--- src/hw/rtl/channel_window_hit_clusterer_macros.svh ---
// ----------------------------------------------------------------------------
// channel window hit clusterer: assertion macros
// checks for the clusterer logic, empty when synthesised
// ----------------------------------------------------------------------------
`ifndef CHANNEL_WINDOW_HIT_CLUSTERER_MACROS_SVH
`define CHANNEL_WINDOW_HIT_CLUSTERER_MACROS_SVH

`ifndef SYNTHESIS

// consequent holds in the same cycle as the antecedent
`define CWHC_ASSERT_SAME(label, clk, rst, ante, cons) \
   label: assert property (@(posedge clk) disable iff (rst) (ante) |-> (cons)) \
      else $error("cwhc same-cycle check failed");

// consequent holds in the cycle after the antecedent
`define CWHC_ASSERT_NEXT(label, clk, rst, ante, cons) \
   label: assert property (@(posedge clk) disable iff (rst) (ante) |=> (cons)) \
      else $error("cwhc next-cycle check failed");

`else

`define CWHC_ASSERT_SAME(label, clk, rst, ante, cons)
`define CWHC_ASSERT_NEXT(label, clk, rst, ante, cons)

`endif

`endif

--- src/hw/rtl/cwhc_pkg.sv ---
// ----------------------------------------------------------------------------
// cwhc_pkg
// types and constants shared by the channel window hit clusterer
// ----------------------------------------------------------------------------
package cwhc_pkg;

   // csr address width: three 32-bit registers at byte offsets 0, 4, 8
   localparam int CSR_AW = 4;
   localparam int CSR_DW = 32;

   localparam logic [1:0] REG_MIN_HITS      = 2'd0;
   localparam logic [1:0] REG_WINDOW_TICKS  = 2'd1;
   localparam logic [1:0] REG_CHANNEL_REACH = 2'd2;

   localparam logic [15:0] MIN_HITS_RESET      = 16'd2;
   localparam logic [31:0] WINDOW_TICKS_RESET  = 32'd8000;
   localparam logic [15:0] CHANNEL_REACH_RESET = 16'd50;

   localparam logic [15:0] COUNT_MAX = 16'hFFFF;
   localparam logic [47:0] ADC_MAX   = 48'hFFFF_FFFF_FFFF;

   typedef struct packed {
      logic [63:0] hit_time;
      logic [31:0] hit_channel;
      logic [63:0] hit_peak_time;
      logic [15:0] hit_peak_adc;
      logic [31:0] hit_adc_sum;
      logic [15:0] hit_detector;
   } hit_type;

   typedef struct packed {
      logic [31:0] group_first_channel;
      logic [31:0] group_last_channel;
      logic [63:0] group_start_time;
      logic [63:0] group_end_time;
      logic [63:0] group_peak_time;
      logic [31:0] group_peak_channel;
      logic [15:0] group_peak_adc;
      logic [47:0] group_adc_total;
      logic [15:0] group_detector;
      logic [15:0] group_hits;
   } group_type;

   typedef struct packed {
      logic [15:0] min_hits;
      logic [31:0] window_ticks;
      logic [15:0] channel_reach;
   } cfg_type;

endpackage

--- src/hw/rtl/cwhc_csr.sv ---
// ----------------------------------------------------------------------------
// cwhc_csr
// apb register file holding the clusterer configuration
// ----------------------------------------------------------------------------
module cwhc_csr (
   input  logic                            clock,
   input  logic                            reset,
   input  logic                            psel,
   input  logic                            penable,
   input  logic                            pwrite,
   input  logic [cwhc_pkg::CSR_AW-1:0]     paddr,
   input  logic [cwhc_pkg::CSR_DW-1:0]     pwdata,
   output logic [cwhc_pkg::CSR_DW-1:0]     prdata,
   output logic                            pready,
   output cwhc_pkg::cfg_type               cfg
);
   import cwhc_pkg::*;

   logic [15:0] min_hits_ff;
   logic [31:0] window_ticks_ff;
   logic [15:0] channel_reach_ff;
   logic [15:0] min_hits_in;
   logic [31:0] window_ticks_in;
   logic [15:0] channel_reach_in;
   logic        write_en;
   logic [1:0]  reg_index;

   assign write_en  = psel && penable && pwrite;
   assign reg_index = paddr[CSR_AW-1:2];
   assign pready    = 1'b1;

   always_comb begin
      min_hits_in      = min_hits_ff;
      window_ticks_in  = window_ticks_ff;
      channel_reach_in = channel_reach_ff;
      if (write_en) begin
         case (reg_index)
            REG_MIN_HITS:      min_hits_in      = pwdata[15:0];
            REG_WINDOW_TICKS:  window_ticks_in  = pwdata;
            REG_CHANNEL_REACH: channel_reach_in = pwdata[15:0];
            default: ;
         endcase
      end
   end

   always_comb begin
      case (reg_index)
         REG_MIN_HITS:      prdata = {16'd0, min_hits_ff};
         REG_WINDOW_TICKS:  prdata = window_ticks_ff;
         REG_CHANNEL_REACH: prdata = {16'd0, channel_reach_ff};
         default:           prdata = '0;
      endcase
   end

   always_ff @(posedge clock) begin
      if (reset) begin
         min_hits_ff      <= MIN_HITS_RESET;
         window_ticks_ff  <= WINDOW_TICKS_RESET;
         channel_reach_ff <= CHANNEL_REACH_RESET;
      end else begin
         min_hits_ff      <= min_hits_in;
         window_ticks_ff  <= window_ticks_in;
         channel_reach_ff <= channel_reach_in;
      end
   end

   assign cfg.min_hits      = min_hits_ff;
   assign cfg.window_ticks  = window_ticks_ff;
   assign cfg.channel_reach = channel_reach_ff;

endmodule

--- src/hw/rtl/cwhc_core.sv ---
// ----------------------------------------------------------------------------
// cwhc_core
// input register, running group state and result register
// ----------------------------------------------------------------------------
`include "channel_window_hit_clusterer_macros.svh"

module cwhc_core (
   input  logic                 clock,
   input  logic                 reset,
   input  cwhc_pkg::cfg_type    cfg,
   input  logic                 req_valid,
   output logic                 req_ready,
   input  cwhc_pkg::hit_type    req_hit,
   output logic                 rsp_valid,
   input  logic                 rsp_ready,
   output cwhc_pkg::group_type  rsp_group
);
   import cwhc_pkg::*;

   // input stage
   logic        in_valid_ff;
   logic        in_valid_in;
   hit_type     in_hit_ff;

   // group state
   logic               open_ff;
   logic               open_in;
   logic [63:0]        start_time_ff, start_time_in;
   logic [63:0]        end_time_ff, end_time_in;
   logic [31:0]        first_channel_ff, first_channel_in;
   logic [31:0]        last_channel_ff, last_channel_in;
   logic signed [33:0] low_ff, low_in;
   logic signed [33:0] high_ff, high_in;
   logic [15:0]        count_ff, count_in;
   logic [47:0]        adc_total_ff, adc_total_in;
   logic [15:0]        best_peak_ff, best_peak_in;
   logic [31:0]        best_channel_ff, best_channel_in;
   logic [63:0]        best_time_ff, best_time_in;
   logic [15:0]        first_detector_ff, first_detector_in;

   // result stage
   logic        rsp_valid_ff;
   logic        rsp_valid_in;
   group_type   rsp_group_ff;
   group_type   group_now;

   logic               out_free;
   logic               proc_fire;
   logic               closes;
   logic               in_window;
   logic               emit;
   logic               do_open;
   logic               do_join;
   logic [63:0]        elapsed;
   logic signed [33:0] chan_s;
   logic signed [33:0] reach_s;
   logic signed [33:0] low_cand;
   logic signed [33:0] high_cand;
   logic [48:0]        adc_sum;

   assign out_free  = !rsp_valid_ff || rsp_ready;
   // only an item that emits has to wait for the result register
   assign proc_fire = in_valid_ff && (out_free || !emit);
   assign req_ready = !in_valid_ff || proc_fire;

   // unsigned wrapping distance from the group start
   assign elapsed   = in_hit_ff.hit_time - start_time_ff;
   assign closes    = open_ff && (elapsed > {32'd0, cfg.window_ticks});
   assign chan_s    = signed'({2'b00, in_hit_ff.hit_channel});
   assign reach_s   = signed'({18'd0, cfg.channel_reach});
   assign low_cand  = chan_s - reach_s;
   assign high_cand = chan_s + reach_s;
   assign in_window = !(chan_s > high_ff) && !(chan_s < low_ff);
   assign emit      = closes && (count_ff >= cfg.min_hits);
   assign do_open   = proc_fire && (!open_ff || closes);
   assign do_join   = proc_fire && open_ff && !closes && in_window;
   assign adc_sum   = {1'b0, adc_total_ff} + {17'd0, in_hit_ff.hit_adc_sum};

   always_comb begin
      open_in           = open_ff;
      start_time_in     = start_time_ff;
      end_time_in       = end_time_ff;
      first_channel_in  = first_channel_ff;
      last_channel_in   = last_channel_ff;
      low_in            = low_ff;
      high_in           = high_ff;
      count_in          = count_ff;
      adc_total_in      = adc_total_ff;
      best_peak_in      = best_peak_ff;
      best_channel_in   = best_channel_ff;
      best_time_in      = best_time_ff;
      first_detector_in = first_detector_ff;
      if (do_open) begin
         open_in           = 1'b1;
         start_time_in     = in_hit_ff.hit_time;
         end_time_in       = in_hit_ff.hit_time;
         first_channel_in  = in_hit_ff.hit_channel;
         last_channel_in   = in_hit_ff.hit_channel;
         low_in            = low_cand;
         high_in           = high_cand;
         count_in          = 16'd1;
         adc_total_in      = {16'd0, in_hit_ff.hit_adc_sum};
         first_detector_in = in_hit_ff.hit_detector;
         // best peak restarts at zero, so only a non-zero peak is taken
         if (in_hit_ff.hit_peak_adc != 16'd0) begin
            best_peak_in    = in_hit_ff.hit_peak_adc;
            best_channel_in = in_hit_ff.hit_channel;
            best_time_in    = in_hit_ff.hit_peak_time;
         end else begin
            best_peak_in    = '0;
            best_channel_in = '0;
            best_time_in    = '0;
         end
      end else if (do_join) begin
         end_time_in     = in_hit_ff.hit_time;
         last_channel_in = in_hit_ff.hit_channel;
         if (count_ff != COUNT_MAX) begin
            count_in = count_ff + 16'd1;
         end
         adc_total_in = adc_sum[48] ? ADC_MAX : adc_sum[47:0];
         if (in_hit_ff.hit_peak_adc > best_peak_ff) begin
            best_peak_in    = in_hit_ff.hit_peak_adc;
            best_channel_in = in_hit_ff.hit_channel;
            best_time_in    = in_hit_ff.hit_peak_time;
         end
         if (low_cand < low_ff) begin
            low_in = low_cand;
         end
         if (high_cand > high_ff) begin
            high_in = high_cand;
         end
      end
   end

   always_comb begin
      group_now.group_first_channel = first_channel_ff;
      group_now.group_last_channel  = last_channel_ff;
      group_now.group_start_time    = start_time_ff;
      group_now.group_end_time      = end_time_ff;
      group_now.group_peak_time     = best_time_ff;
      group_now.group_peak_channel  = best_channel_ff;
      group_now.group_peak_adc      = best_peak_ff;
      group_now.group_adc_total     = adc_total_ff;
      group_now.group_detector      = first_detector_ff;
      group_now.group_hits          = count_ff;
   end

   assign in_valid_in  = (req_valid && req_ready) || (in_valid_ff && !proc_fire);
   assign rsp_valid_in = (proc_fire && emit) || (rsp_valid_ff && !rsp_ready);

   always_ff @(posedge clock) begin
      if (reset) begin
         in_valid_ff  <= 1'b0;
         open_ff      <= 1'b0;
         rsp_valid_ff <= 1'b0;
      end else begin
         in_valid_ff  <= in_valid_in;
         open_ff      <= open_in;
         rsp_valid_ff <= rsp_valid_in;
      end
   end

   // payload fields are only read while an item is held, group fields only once a group is open
   always_ff @(posedge clock) begin
      if (req_valid && req_ready) begin
         in_hit_ff <= req_hit;
      end
      if (proc_fire && emit) begin
         rsp_group_ff <= group_now;
      end
      start_time_ff     <= start_time_in;
      end_time_ff       <= end_time_in;
      first_channel_ff  <= first_channel_in;
      last_channel_ff   <= last_channel_in;
      low_ff            <= low_in;
      high_ff           <= high_in;
      count_ff          <= count_in;
      adc_total_ff      <= adc_total_in;
      best_peak_ff      <= best_peak_in;
      best_channel_ff   <= best_channel_in;
      best_time_ff      <= best_time_in;
      first_detector_ff <= first_detector_in;
   end

   assign rsp_valid = rsp_valid_ff;
   assign rsp_group = rsp_group_ff;

   `CWHC_ASSERT_NEXT(a_open_after_item, clock, reset, proc_fire, open_ff)
   `CWHC_ASSERT_SAME(a_count_when_open, clock, reset, open_ff, count_ff != 16'd0)
   `CWHC_ASSERT_SAME(a_bounds_ordered, clock, reset, open_ff, low_ff <= high_ff)
   `CWHC_ASSERT_NEXT(a_stalled_item_kept, clock, reset, in_valid_ff && !proc_fire,
                     in_valid_ff && $stable(in_hit_ff))
   `CWHC_ASSERT_NEXT(a_emit_shows_result, clock, reset, proc_fire && emit, rsp_valid_ff)

endmodule

--- src/hw/rtl/channel_window_hit_clusterer.sv ---
// ----------------------------------------------------------------------------
// channel_window_hit_clusterer: groups detector hits by time and channel window
// result: the input register holds the closing hit, then the result register its group
// throughput: one hit per cycle; only a hit that emits waits while a result is held
// reset: synchronous, clears the open group and pipeline valids, restores register defaults
// ----------------------------------------------------------------------------
module channel_window_hit_clusterer (
   input  logic                            clock,
   input  logic                            reset,
   input  logic                            req_valid,
   output logic                            req_ready,
   input  cwhc_pkg::hit_type               req_hit,
   output logic                            rsp_valid,
   input  logic                            rsp_ready,
   output cwhc_pkg::group_type             rsp_group,
   input  logic                            psel,
   input  logic                            penable,
   input  logic                            pwrite,
   input  logic [cwhc_pkg::CSR_AW-1:0]     paddr,
   input  logic [cwhc_pkg::CSR_DW-1:0]     pwdata,
   output logic [cwhc_pkg::CSR_DW-1:0]     prdata,
   output logic                            pready
);
   import cwhc_pkg::*;

   cfg_type cfg;

   cwhc_csr u_csr (
      .clock   (clock),
      .reset   (reset),
      .psel    (psel),
      .penable (penable),
      .pwrite  (pwrite),
      .paddr   (paddr),
      .pwdata  (pwdata),
      .prdata  (prdata),
      .pready  (pready),
      .cfg     (cfg)
   );

   cwhc_core u_core (
      .clock     (clock),
      .reset     (reset),
      .cfg       (cfg),
      .req_valid (req_valid),
      .req_ready (req_ready),
      .req_hit   (req_hit),
      .rsp_valid (rsp_valid),
      .rsp_ready (rsp_ready),
      .rsp_group (rsp_group)
   );

endmodule
--- config.mk ---
export PLATFORM = sky130hd
export DESIGN_NAME = channel_window_hit_clusterer
export DESIGN_NICKNAME = d
export VERILOG_FILES = /design/src/hw/rtl/cwhc_pkg.sv /design/src/hw/rtl/cwhc_csr.sv /design/src/hw/rtl/cwhc_core.sv /design/src/hw/rtl/channel_window_hit_clusterer.sv
export VERILOG_INCLUDE_DIRS = /design/src /design/src/hw/rtl
export SDC_FILE = /design/constraint.sdc
export NUM_CORES = 1
export LEC_CHECK = 0
export BUFFER_PORTS_ARGS = -buffer_cell sky130_fd_sc_hd__buf_2
export CAP_MARGIN = 20
export CORE_MARGIN = 2
export CORE_UTILIZATION = 29
export DETAILED_ROUTE_END_ITERATION = 16
export GPL_ROUTABILITY_DRIVEN = 0
export GPL_TIMING_DRIVEN = 0
export PLACE_DENSITY = 0.53
export SYNTH_ARGS = -nofsm -noshare
export SYNTH_HDL_FRONTEND = slang
export SYNTH_SLANG_ARGS = --single-unit
--- constraint.sdc ---
create_clock -name clock -period 52.6 [get_ports clock]
set_input_delay 10.52 -clock clock [delete_from_list [all_inputs] [get_ports clock]]
set_output_delay 10.52 -clock clock [all_outputs]
set_load 0.005 [all_outputs]
==> results.md <==
* Post CTS Setup Buffer Count at 0
* Worst VDD drop at 41.3 uV
* Worst Skew at 0.0403 ns
* Core area at 0.169 mm^2
* Post-synthesis cell count at 3686
* Clock Sinks at 1125
* Via/cell ratio at 4.70
* Via count at 32247
* Final slew viol count at 0
* CP delay by family, top: buffers and inverters
* Worst slack, placed at 29.63 ns
* Outcome: finished, final reports clean
* Sum of negative setup slack at 0 ns
* Slowest-stage cell, CP: buf_1
* Port buffer count at 682
* Die area at 0.173 mm^2
* Synth warnings at 0
* Critical Path Max Stage Delay at 0.63 ns
* Vias in the first global route at 32157
* Comb power frac at 8.8%
* Synthesized area per cell at 13.4 um^2
* Layout Utilization at 35.7%
* Syn Nets at 4277
* Critical path, cell by cell: buf_2 > buf_1 > buf_1 > mux2i_1 > o21ai_0 > buf_2
* Sw power at 0.000502 W
* Final Setup Violations at 0
* Starting Density at 29.1%
* Hold Path End: u_core.rsp_group[29]$_DFFE_PP_
* Reg2reg end: u_core.end_time_ff[37]$_DFFE_PP_
* RSZ-0062 raised after global routing: false
* Drt wl/cell at 20.9 um
* Final worst setup slack at 29.63 ns
* Slew of the pin with the lowest slew margin at 0.984 ns
* Seq/Total Area, Yosys at 66.6%
* Most common cell after layout, fill and taps aside: edfxtp_1
* Initial DRT Pass Iterations at 5
* Fillcell total at 16479
* Ys async rst share at 0%
* Total CTS buffers at 121
* GR Overflow Total at 0
* Critical path class: in -> out
* Post-cts resize count at 0
* Bufs and invs on worst path at 4
* Maximum capacitance violations at 0
* DR iter-0 viols at 2113
* Flop pwr share at 49.2%
* Startpoint Class: primary input
* Area growth, synth to finish at 22.5%
* Fin nets at 5118
* # IOs at 686
* Worst relative slew slack at 33.7%
* Largest net degree at the start of global routing at 55
* Worst EP arrival at 12.45 ns
* Hold/Removal Path Class: reg -> reg
* Overall Power at 0.00208 W
* Longest Clk Path Bufs at 3
* Initial antenna violation count at 19
* Worst-path maximum fanout at 10
* Most frequent cells in the layout: 1026 x edfxtp_1, 695 x buf_2, 320 x ha_1, 278 x nand2_1, 267 x inv_1
* Power Internal at 0.00158 W
* Clock Latency Late Sink at 0.79 ns
* Final instance area at 0.0604 mm^2
* Critical path endpoint category: output port
* ANT nets after route at 0
* Horiz. Die Dim at 416 um
* Clk pin slew, worst setup/hold paths at 0.06 ns
* Clk pwr share at 41.9%
* Max frequency at 43.5 MHz
* Hold Crit Start: u_core.first_detector_ff[13]$_DFFE_PP_
* Synth cell types at 77
* Reg2reg setup slack at 43.17 ns
* Post-layout minimum cycle time at 22.97 ns
* CP required at 42.08 ns
* Ys flop type: edfxtp_1
* DIE HEIGHT at 416 um
* #FFs+latches synth at 1125
* DP Wirelength at 110000 um
* Leakage power at 22.9 nW
* EDFF count, synth at 1026
* R2R depth at 27
* CTS tree: done
* Switching Share at 24.1%
* Reg-to-reg startpoint: u_core.in_hit_ff[186]$_DFFE_PP_
* Post-route DRC at 0
* Placed cell area at 0.0563 mm^2
* GRT Util Overall at 16.1%
* Cell area power density at 34.4 mW/mm^2
* Layout cell share with drive strength beyond 1 at 20.8%
* Clk Tree Root Cell: clkbuf_16
* Cell count of the worst hold path at 0
* First-pass GRT wire length at 209000 um
* Cell row count at 151
* Final period utilization at 43.7%
* H-tree lvl count at 3
* Cell Area, Synth at 0.0493 mm^2
* Final Hold Fails at 0
* Hold buffer count at CTS at 0
* Final Routed Wirelength at 143000 um
## layout make-up
type	count	area (um^2)	area share, %
flip-flops and latches	1125	32800	54.3
multi-input cells	2164	15000	24.9
repair buffers	718	4170	6.90
clock buffers	136	3110	5.14
well taps	2218	2780	4.60
inverters	268	1010	1.67
clock inverters	95	980	1.62
plain buffers	129	520	0.862
diodes	4	10.0	0.0166
## cells by family after synthesis
kind of cell / Yosys count / synth area share (%)
AO/OA/AOI/OAI: 788 / 10.1
flip-flops: 1125 / 66.6
XOR/XNOR: 125 / 2.22
other: 1 / 0.00761
multiplexers: 22 / 0.452
AND/OR/NAND/NOR: 904 / 9.28
buffers and inverters: 397 / 3.09
adder cells (fa/ha/maj): 324 / 8.29
## worst max path at each step
stage,start,slack (ns),cells past startpoint,to
floorplan,rsp_ready,24.94,2,u_core.rsp_group[0]$_DFFE_PP_
global placement,rsp_ready,14.66,3,u_core.rsp_group[174]$_DFFE_PP_
detailed placement,paddr[3],29.63,6,prdata[13]
CTS,paddr[3],29.61,6,prdata[13]
global route,paddr[3],29.53,6,prdata[7]
finish,paddr[3],29.63,6,prdata[13]
## worst reg2reg max path: cells and delay by family, from the launching register on
kind,cells,cell delay (ns)
buffers and inverters,5,2.01
and+or+nand+nor,14,3.81
adders and majority gates,2,0.62
AOI/OAI and AO/OA,5,1.71
DFF,1,0.44
xor gates and xnor gates,1,0.31
## power by group through the flow
stage               clock network (W)  logic (W)  registers, W
CTS                          0.000896   0.000184       0.00102
finish                       0.000872   0.000183       0.00102
global route                 0.000931   0.000206       0.00103
detailed placement                  0   0.000183       0.00104
floorplan                           0   0.000122       0.00104
global placement                    0   0.000175       0.00106
## Yosys cell counts (5+ instances only)
library cell	count	area, um^2
nor3_1	75	375
o21ai_1	6	30.0
edfxtp_1	1026	30800
and4_1	11	96.3
o211ai_1	41	308
or3_1	27	169
a2111oi_0	10	87.6
nand2b_1	23	144
a311oi_1	11	96.3
o21a_1	32	240
a21boi_0	10	75.1
o21bai_1	22	165
mux2i_1	20	200
buf_1	8	30.0
a21o_1	78	586
nand4_1	71	444
a21oi_2	6	52.6
a31oi_1	65	407
dfxtp_1	99	1980
nor2b_1	25	156
a211o_1	8	70.1
xnor2_1	81	709
and3_1	30	188
buf_2	12	60.1
a21oi_1	253	1270
inv_1	267	1000
a22oi_1	5	37.5
or2_2	9	56.3
nand2_1	279	1050
or4_1	15	113
o21ai_0	140	701
and2_1	133	832
o31ai_1	18	135
nor4_1	18	113
clkbuf_1	105	394
a211oi_1	25	188
xor2_1	44	385
nor2_1	118	443
nand3_1	57	285
a221oi_1	8	70.1
ha_1	320	4000
## metal layers
metal | track usage, % | vias to the layer above | routed length [um]
li1 | - | 15486 | -
met1 | 18.3 | 15601 | 56200
met2 | 29.3 | 920 | 74100
met3 | 3.86 | 222 | 8320
met4 | 5.52 | 18 | 4750
met5 | 0 | - | 118
## through the flow
step | cells | hold WS (ns)
6_report | 6857 | 0.396
5_1_grt | 6855 | 0.411
4_1_cts | 6853 | 0.402
3_5_place_dp | 6622 | 0.405
3_3_place_gp | 6586 | 0.400
2_1_floorplan | 3686 | 0.400
## registers in the layout, summed over array words and instances, names as in the netlist
register / count
u_core.adc_total_ff: 48
u_core.best_channel_ff: 32
u_core.best_peak_ff: 16
u_core.best_time_ff: 64
u_core.chan_s: 32
u_core.count_ff: 16
u_core.end_time_ff: 64
u_core.first_channel_ff: 32
u_core.first_detector_ff: 16
u_core.high_ff: 33
u_core.in_hit_ff: 192
u_core.in_valid_ff: 1
u_core.last_channel_ff: 32
u_core.low_ff: 33
u_core.open_ff: 1
u_core.rsp_group: 384
u_core.rsp_valid: 1
u_core.start_time_ff: 64
u_csr.channel_reach_ff: 16
u_csr.min_hits_ff: 16
u_csr.window_ticks_ff: 32
Note: power is estimated with default switching activity, not from simulation.
